## src/rtl/ktld_pkg.sv

```systemverilog
package ktld_pkg;

   // key matrix
   localparam int ROW_COUNT = 4;
   localparam int COL_COUNT = 16;
   localparam int KEY_TOTAL = ROW_COUNT * COL_COUNT;
   localparam int KEY_AW    = (KEY_TOTAL > 1) ? $clog2(KEY_TOTAL) : 1;
   localparam int ROW_W     = (ROW_COUNT > 1) ? $clog2(ROW_COUNT) : 1;
   localparam int COL_W     = (COL_COUNT > 1) ? $clog2(COL_COUNT) : 1;

   // writes per pass
   localparam int MAX_WRITES = 64;
   localparam int CNT_W      = $clog2(MAX_WRITES + 1);

   // word fields
   localparam int LEVEL_W   = 8;
   localparam int LED_ROW_W = 2;
   localparam int LED_COL_W = 4;
   localparam int TIME_W    = 32;
   localparam int STEP_W    = 16;
   localparam int MODE_W    = 2;

   // register port
   localparam int CSR_AW = 3;
   localparam int CSR_DW = 16;

   localparam logic [CSR_AW-1:0] CSR_MODE     = 3'd0;
   localparam logic [CSR_AW-1:0] CSR_STEP_LEN = 3'd1;
   localparam logic [CSR_AW-1:0] CSR_HL_RED   = 3'd2;
   localparam logic [CSR_AW-1:0] CSR_HL_GREEN = 3'd3;
   localparam logic [CSR_AW-1:0] CSR_HL_BLUE  = 3'd4;

   localparam logic [MODE_W-1:0] MODE_NONE  = 2'd0;
   localparam logic [MODE_W-1:0] MODE_HAUNT = 2'd1;
   localparam logic [MODE_W-1:0] MODE_TRAIL = 2'd2;

   localparam logic [STEP_W-1:0] STEP_LEN_RESET = 16'd50;

   // intensity thresholds
   localparam logic [LEVEL_W-1:0] LEVEL_FULL  = 8'hff;
   localparam logic [LEVEL_W-1:0] LEVEL_HIGH  = 8'hf0;
   localparam logic [LEVEL_W-1:0] LEVEL_MID   = 8'h40;
   localparam logic [LEVEL_W-1:0] LEVEL_LOW   = 8'd32;
   localparam logic [LEVEL_W-1:0] STEP_MID    = 8'd16;
   localparam logic [LEVEL_W-1:0] GREEN_KNEE  = 8'h80;
   localparam logic [LEVEL_W-1:0] GREEN_BASE  = 8'ha0;

   typedef struct packed {
      logic              func;
      logic [7:0]        key_row;
      logic [7:0]        key_col;
      logic              pressed;
      logic [TIME_W-1:0] now_ms;
      logic              post_clear;
   } req_type;

   typedef struct packed {
      logic [LED_ROW_W-1:0] led_row;
      logic [LED_COL_W-1:0] led_col;
      logic [LEVEL_W-1:0]   red;
      logic [LEVEL_W-1:0]   green;
      logic [LEVEL_W-1:0]   blue;
      logic                 last;
   } rsp_type;

   typedef struct packed {
      logic              take;
      logic              s1_vld;
      logic              flush;
      logic [KEY_AW-1:0] s1_idx;
      logic [ROW_W-1:0]  s1_row;
      logic [COL_W-1:0]  s1_col;
      logic [KEY_AW-1:0] rd_addr;
   } ctrl_cmd_type;

   typedef struct packed {
      logic loop_go;
      logic advance_ok;
      logic pend_vld;
      logic out_free;
   } ctrl_stat_type;

   function automatic logic [LEVEL_W-1:0] decay_level(input logic [LEVEL_W-1:0] lvl);
      logic [LEVEL_W-1:0] res;
      if (lvl >= LEVEL_HIGH) begin
         res = lvl - LEVEL_W'(1);
      end else if (lvl >= LEVEL_MID) begin
         res = lvl - STEP_MID;
      end else if (lvl >= LEVEL_LOW) begin
         res = lvl - LEVEL_LOW;
      end else begin
         res = '0;
      end
      return res;
   endfunction

   // floor(lvl * hl / 255) by reciprocal with correction, exact below 2^16
   function automatic logic [LEVEL_W-1:0] scale_channel(input logic [LEVEL_W-1:0] lvl,
                                                        input logic [LEVEL_W-1:0] hl);
      logic [15:0] prod;
      logic [16:0] sum;
      prod = 16'(lvl) * 16'(hl);
      sum  = 17'(prod) + 17'(prod[15:8]) + 17'd1;
      return sum[15:8];
   endfunction

   function automatic logic [LEVEL_W-1:0] trail_green(input logic [LEVEL_W-1:0] lvl);
      logic [LEVEL_W-1:0] res;
      if (lvl < GREEN_KNEE) begin
         res = lvl;
      end else if (lvl < LEVEL_HIGH) begin
         res = GREEN_BASE - {1'b0, lvl[LEVEL_W-1:1]};
      end else begin
         res = '0;
      end
      return res;
   endfunction

endpackage

```

## src/rtl/ktld_ram.sv

```systemverilog
module ktld_ram #(
   parameter int WIDTH = 8,
   parameter int DEPTH = 64
) (
   input  logic                                      clock,
   input  logic                                      we,
   input  logic [((DEPTH > 1) ? $clog2(DEPTH) : 1)-1:0] waddr,
   input  logic [WIDTH-1:0]                          wdata,
   input  logic [((DEPTH > 1) ? $clog2(DEPTH) : 1)-1:0] raddr,
   output logic [WIDTH-1:0]                          rdata
);

   logic [WIDTH-1:0] mem_ff [DEPTH];
   logic [WIDTH-1:0] rdata_ff;

   always_ff @(posedge clock) begin
      if (we) begin
         mem_ff[waddr] <= wdata;
      end
      rdata_ff <= mem_ff[raddr];
   end

   assign rdata = rdata_ff;

endmodule

```

## src/rtl/ktld_ctrl.sv

```systemverilog
module ktld_ctrl
   import ktld_pkg::*;
(
   input  logic          clock,
   input  logic          reset,
   input  logic          req_valid,
   output logic          req_ready,
   input  ctrl_stat_type stat,
   output ctrl_cmd_type  cmd
);

   localparam int ST_W = 2;
   localparam logic [ST_W-1:0] ST_IDLE  = 2'd0;
   localparam logic [ST_W-1:0] ST_SCAN  = 2'd1;
   localparam logic [ST_W-1:0] ST_FLUSH = 2'd2;

   logic [ST_W-1:0]   state_ff, state_in;
   logic [KEY_AW-1:0] idx_ff, idx_in;
   logic [ROW_W-1:0]  row_ff, row_in;
   logic [COL_W-1:0]  col_ff, col_in;

   always_comb begin
      state_in    = state_ff;
      idx_in      = idx_ff;
      row_in      = row_ff;
      col_in      = col_ff;
      req_ready   = (state_ff == ST_IDLE);
      cmd.take    = req_valid && req_ready;
      cmd.s1_vld  = 1'b0;
      cmd.flush   = 1'b0;
      cmd.s1_idx  = idx_ff;
      cmd.s1_row  = row_ff;
      cmd.s1_col  = col_ff;
      cmd.rd_addr = idx_ff;
      unique case (state_ff)
         ST_IDLE: begin
            // first entry is read while the pass is taken
            cmd.rd_addr = '0;
            if (cmd.take && stat.loop_go) begin
               state_in = ST_SCAN;
               idx_in   = '0;
               row_in   = '0;
               col_in   = '0;
            end
         end
         ST_SCAN: begin
            cmd.s1_vld = 1'b1;
            if (stat.advance_ok) begin
               if (idx_ff == KEY_AW'(KEY_TOTAL - 1)) begin
                  state_in = ST_FLUSH;
               end else begin
                  idx_in      = idx_ff + KEY_AW'(1);
                  cmd.rd_addr = idx_ff + KEY_AW'(1);
                  if (col_ff == COL_W'(COL_COUNT - 1)) begin
                     col_in = '0;
                     row_in = row_ff + ROW_W'(1);
                  end else begin
                     col_in = col_ff + COL_W'(1);
                  end
               end
            end
         end
         ST_FLUSH: begin
            if (!stat.pend_vld) begin
               state_in = ST_IDLE;
            end else if (stat.out_free) begin
               cmd.flush = 1'b1;
               state_in  = ST_IDLE;
            end
         end
         default: begin
            state_in = ST_IDLE;
         end
      endcase
   end

   always_ff @(posedge clock) begin
      if (reset) begin
         state_ff <= ST_IDLE;
      end else begin
         state_ff <= state_in;
      end
      idx_ff <= idx_in;
      row_ff <= row_in;
      col_ff <= col_in;
   end

endmodule

```

## src/rtl/ktld_datapath.sv

```systemverilog
module ktld_datapath
   import ktld_pkg::*;
(
   input  logic              clock,
   input  logic              reset,
   input  req_type           req_word,
   input  logic              csr_we,
   input  logic [CSR_AW-1:0] csr_addr,
   input  logic [CSR_DW-1:0] csr_wdata,
   input  ctrl_cmd_type      cmd,
   output ctrl_stat_type     stat,
   output logic              rsp_valid,
   input  logic              rsp_ready,
   output rsp_type           rsp_word
);

   // configuration
   logic [MODE_W-1:0]  mode_ff, mode_in;
   logic [STEP_W-1:0]  step_len_ff, step_len_in;
   logic [LEVEL_W-1:0] hl_red_ff, hl_red_in;
   logic [LEVEL_W-1:0] hl_green_ff, hl_green_in;
   logic [LEVEL_W-1:0] hl_blue_ff, hl_blue_in;

   // pass state
   logic [TIME_W-1:0]    step_start_ff, step_start_in;
   logic                 due_ff, due_in;
   logic [CNT_W-1:0]     count_ff, count_in;
   logic [KEY_TOTAL-1:0] vld_ff, vld_in;

   // pending and output words
   logic    pend_vld_ff, pend_vld_in;
   rsp_type pend_ff, pend_in;
   logic    out_vld_ff, out_vld_in;
   rsp_type out_ff, out_in;

   // store port
   logic               ram_we;
   logic [KEY_AW-1:0]  ram_waddr;
   logic [LEVEL_W-1:0] ram_wdata;
   logic [LEVEL_W-1:0] ram_rdata;

   logic               key_hit;
   logic [KEY_AW-1:0]  key_addr;
   logic               due;
   logic [LEVEL_W-1:0] lvl;
   logic [LEVEL_W-1:0] nxt;
   logic               emit;
   logic               adv;
   logic               out_free;
   rsp_type            new_word;

   ktld_ram #(
      .WIDTH (LEVEL_W),
      .DEPTH (KEY_TOTAL)
   ) u_store (
      .clock (clock),
      .we    (ram_we),
      .waddr (ram_waddr),
      .wdata (ram_wdata),
      .raddr (cmd.rd_addr),
      .rdata (ram_rdata)
   );

   always_comb begin
      key_hit  = cmd.take && !req_word.func && req_word.pressed &&
                 (int'(req_word.key_row) < ROW_COUNT) &&
                 (int'(req_word.key_col) < COL_COUNT);
      key_addr = KEY_AW'(int'(req_word.key_row) * COL_COUNT + int'(req_word.key_col));
      due      = (req_word.now_ms - step_start_ff) >= TIME_W'(step_len_ff);

      lvl  = vld_ff[cmd.s1_idx] ? ram_rdata : '0;
      nxt  = due_ff ? decay_level(lvl) : lvl;
      emit = (lvl != '0) && (count_ff < CNT_W'(MAX_WRITES));

      out_free = !out_vld_ff || rsp_ready;

      stat.loop_go    = req_word.func && !req_word.post_clear &&
                        ((mode_ff == MODE_HAUNT) || (mode_ff == MODE_TRAIL));
      stat.advance_ok = !(emit && pend_vld_ff && !out_free);
      stat.pend_vld   = pend_vld_ff;
      stat.out_free   = out_free;

      adv = cmd.s1_vld && stat.advance_ok;

      ram_we    = key_hit || adv;
      ram_waddr = adv ? cmd.s1_idx : key_addr;
      ram_wdata = adv ? nxt : LEVEL_FULL;

      new_word.led_row = LED_ROW_W'(cmd.s1_row);
      new_word.led_col = LED_COL_W'(cmd.s1_col);
      new_word.last    = 1'b0;
      if (nxt == '0) begin
         // key goes dark in this pass
         new_word.red   = '0;
         new_word.green = '0;
         new_word.blue  = '0;
      end else if (mode_ff == MODE_HAUNT) begin
         new_word.red   = scale_channel(lvl, hl_red_ff);
         new_word.green = scale_channel(lvl, hl_green_ff);
         new_word.blue  = scale_channel(lvl, hl_blue_ff);
      end else begin
         new_word.red   = lvl;
         new_word.green = trail_green(lvl);
         new_word.blue  = '0;
      end
   end

   // register writes
   always_comb begin
      mode_in     = mode_ff;
      step_len_in = step_len_ff;
      hl_red_in   = hl_red_ff;
      hl_green_in = hl_green_ff;
      hl_blue_in  = hl_blue_ff;
      if (csr_we) begin
         unique case (csr_addr)
            CSR_MODE:     mode_in     = csr_wdata[MODE_W-1:0];
            CSR_STEP_LEN: step_len_in = csr_wdata[STEP_W-1:0];
            CSR_HL_RED:   hl_red_in   = csr_wdata[LEVEL_W-1:0];
            CSR_HL_GREEN: hl_green_in = csr_wdata[LEVEL_W-1:0];
            CSR_HL_BLUE:  hl_blue_in  = csr_wdata[LEVEL_W-1:0];
            default: begin
            end
         endcase
      end
   end

   always_comb begin
      step_start_in = step_start_ff;
      due_in        = due_ff;
      count_in      = count_ff;
      vld_in        = vld_ff;
      pend_vld_in   = pend_vld_ff;
      pend_in       = pend_ff;
      out_in        = out_ff;
      out_vld_in    = out_vld_ff && !rsp_ready;

      if (cmd.take && stat.loop_go) begin
         due_in   = due;
         count_in = '0;
         if (due) begin
            step_start_in = req_word.now_ms;
         end
      end
      if (key_hit) begin
         vld_in[key_addr] = 1'b1;
      end
      if (adv) begin
         vld_in[cmd.s1_idx] = 1'b1;
         if (emit) begin
            if (pend_vld_ff) begin
               out_in     = pend_ff;
               out_vld_in = 1'b1;
            end
            pend_in     = new_word;
            pend_vld_in = 1'b1;
            count_in    = count_ff + CNT_W'(1);
         end
      end
      if (cmd.flush) begin
         out_in      = pend_ff;
         out_in.last = 1'b1;
         out_vld_in  = 1'b1;
         pend_vld_in = 1'b0;
      end
   end

   always_ff @(posedge clock) begin
      if (reset) begin
         mode_ff       <= MODE_NONE;
         step_len_ff   <= STEP_LEN_RESET;
         hl_red_ff     <= '0;
         hl_green_ff   <= '0;
         hl_blue_ff    <= '0;
         step_start_ff <= '0;
         vld_ff        <= '0;
         pend_vld_ff   <= 1'b0;
         out_vld_ff    <= 1'b0;
      end else begin
         mode_ff       <= mode_in;
         step_len_ff   <= step_len_in;
         hl_red_ff     <= hl_red_in;
         hl_green_ff   <= hl_green_in;
         hl_blue_ff    <= hl_blue_in;
         step_start_ff <= step_start_in;
         vld_ff        <= vld_in;
         pend_vld_ff   <= pend_vld_in;
         out_vld_ff    <= out_vld_in;
      end
      due_ff   <= due_in;
      count_ff <= count_in;
      pend_ff  <= pend_in;
      out_ff   <= out_in;
   end

   assign rsp_valid = out_vld_ff;
   assign rsp_word  = out_ff;

endmodule

```

## src/rtl/key_trail_led_decay_unit.sv

```systemverilog
// Key trail LED decay unit. Holds an 8-bit intensity for each key of the
// matrix in a small RAM. A key event word with pressed set lights its key at
// full intensity; a released or out-of-range key changes nothing. A loop
// word, when mode is haunt or trail and post_clear is low, walks the keys in
// row-major order and returns one LED word per lit key, the last one flagged;
// when a decay step is due the intensities decay as they are walked and the
// step start moves to now. Key events and skipped loop words leave the unit
// ready again at once; an active loop word keeps it busy until its walk is
// done, the intensity RAM reading one entry per cycle while the walk is not
// stalled. A stall on the result side holds the walk only while a lit key
// finds both the pending and the output word full, or while the final word
// waits to move out. No clearing pass after reset: one valid bit per key in
// flip-flops marks entries never written as dark. The next word is accepted
// while the final LED word still waits.
module key_trail_led_decay_unit
   import ktld_pkg::*;
(
   input  logic              clock,
   input  logic              reset,
   // input words
   input  logic              req_valid,
   output logic              req_ready,
   input  req_type           req_word,
   // LED words
   output logic              rsp_valid,
   input  logic              rsp_ready,
   output rsp_type           rsp_word,
   // register writes
   input  logic              csr_we,
   input  logic [CSR_AW-1:0] csr_addr,
   input  logic [CSR_DW-1:0] csr_wdata
);

   ctrl_cmd_type  cmd;
   ctrl_stat_type stat;

   // sequencer: walk index, pass state, flush of the final word
   ktld_ctrl u_ctrl (
      .clock     (clock),
      .reset     (reset),
      .req_valid (req_valid),
      .req_ready (req_ready),
      .stat      (stat),
      .cmd       (cmd)
   );

   // intensity store, colour maths, pending and output word registers
   ktld_datapath u_datapath (
      .clock     (clock),
      .reset     (reset),
      .req_word  (req_word),
      .csr_we    (csr_we),
      .csr_addr  (csr_addr),
      .csr_wdata (csr_wdata),
      .cmd       (cmd),
      .stat      (stat),
      .rsp_valid (rsp_valid),
      .rsp_ready (rsp_ready),
      .rsp_word  (rsp_word)
   );

endmodule

```

## config.mk

```make
export PLATFORM = sky130hd
export DESIGN_NAME = key_trail_led_decay_unit
export DESIGN_NICKNAME = d
export VERILOG_FILES = /design/src/rtl/ktld_pkg.sv /design/src/rtl/ktld_ram.sv /design/src/rtl/ktld_ctrl.sv /design/src/rtl/ktld_datapath.sv /design/src/rtl/key_trail_led_decay_unit.sv
export SDC_FILE = /design/constraint.sdc
export NUM_CORES = 2
export LEC_CHECK = 0
export BUFFER_PORTS_ARGS = -buffer_cell sky130_fd_sc_hd__buf_2
export CELL_PAD_IN_SITES_DETAIL_PLACEMENT = 1
export CELL_PAD_IN_SITES_GLOBAL_PLACEMENT = 1
export CORE_AREA = 4 4 296 327
export CTS_CLUSTER_DIAMETER = 150
export CTS_CLUSTER_SIZE = 14
export DETAILED_ROUTE_END_ITERATION = 10
export DIE_AREA = 0 0 300 331
export MAX_ROUTING_LAYER = met4
export PLACE_DENSITY = 0.83
export SLEW_MARGIN = 20
export SYNTH_ARGS = -nofsm -noshare
export SYNTH_HDL_FRONTEND = slang
export SYNTH_SLANG_ARGS = --single-unit
```

## constraint.sdc

```tcl
create_clock -name clock -period 9.05 [get_ports clock]
set_input_delay 0.905 -clock clock [delete_from_list [all_inputs] [get_ports clock]]
set_output_delay 0.905 -clock clock [all_outputs]
set_load 0.02 [all_outputs]
```

==> flow_summary.yaml <==
run_status:
  status: "completed"
route:
  drt-initial-drc-count: 3847
  vias: 34300
  postRouteAntennaNets: 0
  firstDrtPassIters: 9
  post_drt_wl_per_cell_microns: 26.3
  routed_wirelength_microns: 139000
  viasPerCell: 6.47
  drc_errors: 0
clock_tree:
  cts_tree: "built"
  clockRootBuffer: "clkbuf_16"
  cts_sinks: 743
  clk_pin_slew_worst_paths_ns: 0.09
  clkLatencyLatePin_ns: 0.71
  ctsLongestPathBuffers: 3
  cts_inserted_buffers: 59
  htreeDepth: 2
sta:
  setup_viol: 0
  layout_setup_ws_ns: 0.390
  tightest_slew_ns: 1.27
  hold_violations: 0
  min_period_ns: 8.66
  report.final.slew_viol_count: 0
  hold_ws_ns: 0.462
  rsz0062_at_grt: "yes"
  relSlewSlack_pct: 15.1
  final.setup_skew_ns: 0.0619
  fmax_mhz: 115
  min_period_over_period_pct: 95.7
floorplanning:
  pin_count: 108
  core_sq_um: 93600
  initial_core_util_pct: 46.6
  die_height_microns: 331
  dieArea_sq_um: 99300
  die_x_microns: 300
  rows: 118
synth:
  netlist_area_sq_um: 43600
  ys_seq_area_share_pct: 47.5
  ys.flop_type: "edfxtp_1"
  ys_ff_latch: 743
  syn_avg_cell_area_sq_um: 10.9
  synth-edff-count: 585
  ys_warn_count: 0
  synth_nets: 4358
  yosysUniqueCellTypes: 90
  synth_cells: 3986
  ys_async_sr_fraction_pct: 0
final_layout:
  syn_to_final_growth_pct: 8.75
  drive_gt1_share_pct: 12.9
  finish.utilization_pct: 50.7
  finish.net_count: 4372
  final_cell_mix: "edfxtp_1, nor2_1, nand2_1"
  final_common_cell: "edfxtp_1"
setup_path:
  worstReg2RegStart: "u_ctrl.idx_ff[0]"
  crit_required_ns: 9.43
  end_kind: "register"
  crit_fanout: 23
  reg2reg_depth: 33
  cp_slowest_cell: "or4_4"
  cpPeakStageDelay_ns: 0.63
  crit_top_cell: "fa_1"
  arrival_ns: 9.04
  path_class: "reg -> reg"
  setup.worst_path.start_class: "register"
  r2r_setup_slack_ns: 0.39
  r2r-end: "u_datapath.pend_ff[23]"
run:
  maxCapViolCount: 0
power_and_ir_drop:
  p_int_mw: 4.95
  ir_worst_vdd_mv: 0.173
  p_switching_mw: 1.46
  p_clk_share_pct: 38.8
  p_leak_nw: 18.5
  fin_total_pwr_mw: 6.40
  powerDensity_nw_per_um2: 135
  power_frac_comb_pct: 4.1
  swShare_pct: 22.7
  p_seq_share_pct: 57.0
worst_hold_path:
  hold_end: "u_datapath.step_len_ff[12]"
  min_path_cells: 2
  hold_class: "reg -> reg"
  hold_path.startpoint: "u_datapath.step_len_ff[12]"
global_route:
  grt_usage_pct: 28.2
  grt_max_degree: 133
  antenna_found_initial: 12
  grt_pass1_wl_microns: 213000
  overflow: 0
  first_global_vias: 35900
placed_design:
  portBuffers: 107
  post-place-ws_ns: -0.0642
  routabilityCongestion: 0.925
  place_hpwl_microns: 94400
==> cell usage after synthesis (all sizes together) (82+ instances only) <==
cell	count	share of area, %
edfxtp	585	40
dfxtp	158	7.3
nor2	322	2.8
clkbuf	185	1.6
nand2	310	2.7
mux2	180	4.6
and3	152	2.2
mux2i	165	3.8
inv	247	2.1
a221oi	155	3.1
ha	188	5.4
fa	109	5.0
o21ai	82	0.97
a21oi	210	2.4
==> kinds of logic (layout without fill, tap and decap cells) <==
kind of cell / count (synthesis) / in the layout / share of synthesized area (%)
multiplexers: 352 / 352 / 8.80
AO/OA/AOI/OAI: 894 / 894 / 14.8
adder cells (fa/ha/maj): 298 / 298 / 10.4
flip-flops: 743 / 743 / 47.5
other: 0 / 10 / 0
AND/OR/NAND/NOR: 1105 / 1107 / 12.2
XOR/XNOR: 84 / 84 / 1.69
buffers and inverters: 510 / 551 / 4.56
==> registers in the layout (all words and copies together), names as in the netlist, 4 cells and up <==
register and count:
u_ctrl.col_ff 4, u_datapath.pend_ff 30, u_datapath.u_store.rdata 8, u_ctrl.idx_ff 6, u_datapath.count_ff 7, u_datapath.u_store.mem_ff 512, u_datapath.step_len_ff 16, u_datapath.vld_ff 64
u_datapath.hl_red_ff 8, u_datapath.rsp_word 31, u_datapath.hl_green_ff 8, u_datapath.step_start_ff 32, u_datapath.hl_blue_ff 8
==> final cells by class <==
cell class                      instances  area (sq um)
Fill cell                           10000         46200
Sequential cell                       743         20700
Antenna cell                           10          25.0
Tap cell                             1260          1580
Clock inverter                          4           101
Multi-Input combinational cell       2735         21000
Timing Repair Buffer                  212          1410
Inverter                              249           935
Clock buffer                           86          1590
==> worst max path at each step <==
stage	from	to	slack [ns]	cells past startpoint
finish	u_ctrl.idx_ff[0]	u_datapath.pend_ff[23]	0.39	33
detailed placement	u_ctrl.idx_ff[0]	u_datapath.pend_ff[23]	-0.06	34
global placement	u_ctrl.idx_ff[1]	u_datapath.pend_ff[23]	0.19	34
global route	u_ctrl.idx_ff[2]	u_datapath.pend_ff[10]	-0.09	33
floorplan	u_ctrl.idx_ff[0]	u_datapath.pend_ff[23]	0.58	34
CTS	u_ctrl.idx_ff[0]	u_datapath.pend_ff[23]	0.16	34
==> through the flow <==
stage	instances	TNS (ns)	area (sq um)
3_5_place_dp	5190	-0.173	45600
5_1_grt	5296	-0.302	47400
6_report	5299	0	47400
2_1_floorplan	3986	0	43600
4_1_cts	5280	0	47300
3_3_place_gp	5189	0	45500
==> worst max-delay path, delay by kind of cell (launching register included) <==
kind	cells	cell delay [ns]
adders and majority gates	6	2.62
AOI/OAI and AO/OA	10	1.95
xor gates and xnor gates	2	0.34
and+or+nand+nor	8	1.72
DFF	1	0.46
buffers and inverters	6	0.74
muxes	1	0.52
==> power groups by stage <==
stage	Combinational [mW]	Sequential (mW)	Clock, mW
global placement	0.251	3.73	0
finish	0.265	3.65	2.49
global route	0.289	3.65	2.65
floorplan	0.169	3.72	0
detailed placement	0.258	3.73	0
CTS	0.261	3.65	2.50
==> layer usage <==
layer / wire length [microns] / track usage [%] / vias to the layer above
met3: 10300 / 3.67 / 469
li1: - / - / 15000
met2: 67700 / 47.0 / 1628
met4: 8230 / 14.6 / 0
met1: 52900 / 33.9 / 17200
met5: 0 / - / -
==> what timing repair did <==
item,in CTS,in global routing
hold buffers,0,0
setup buffers,0,7
cloned,0,2
setup endpoints to repair,5,24
resized for setup,1,18
pin swaps,0,7
Note: power is estimated with default switching activity, not from simulation.
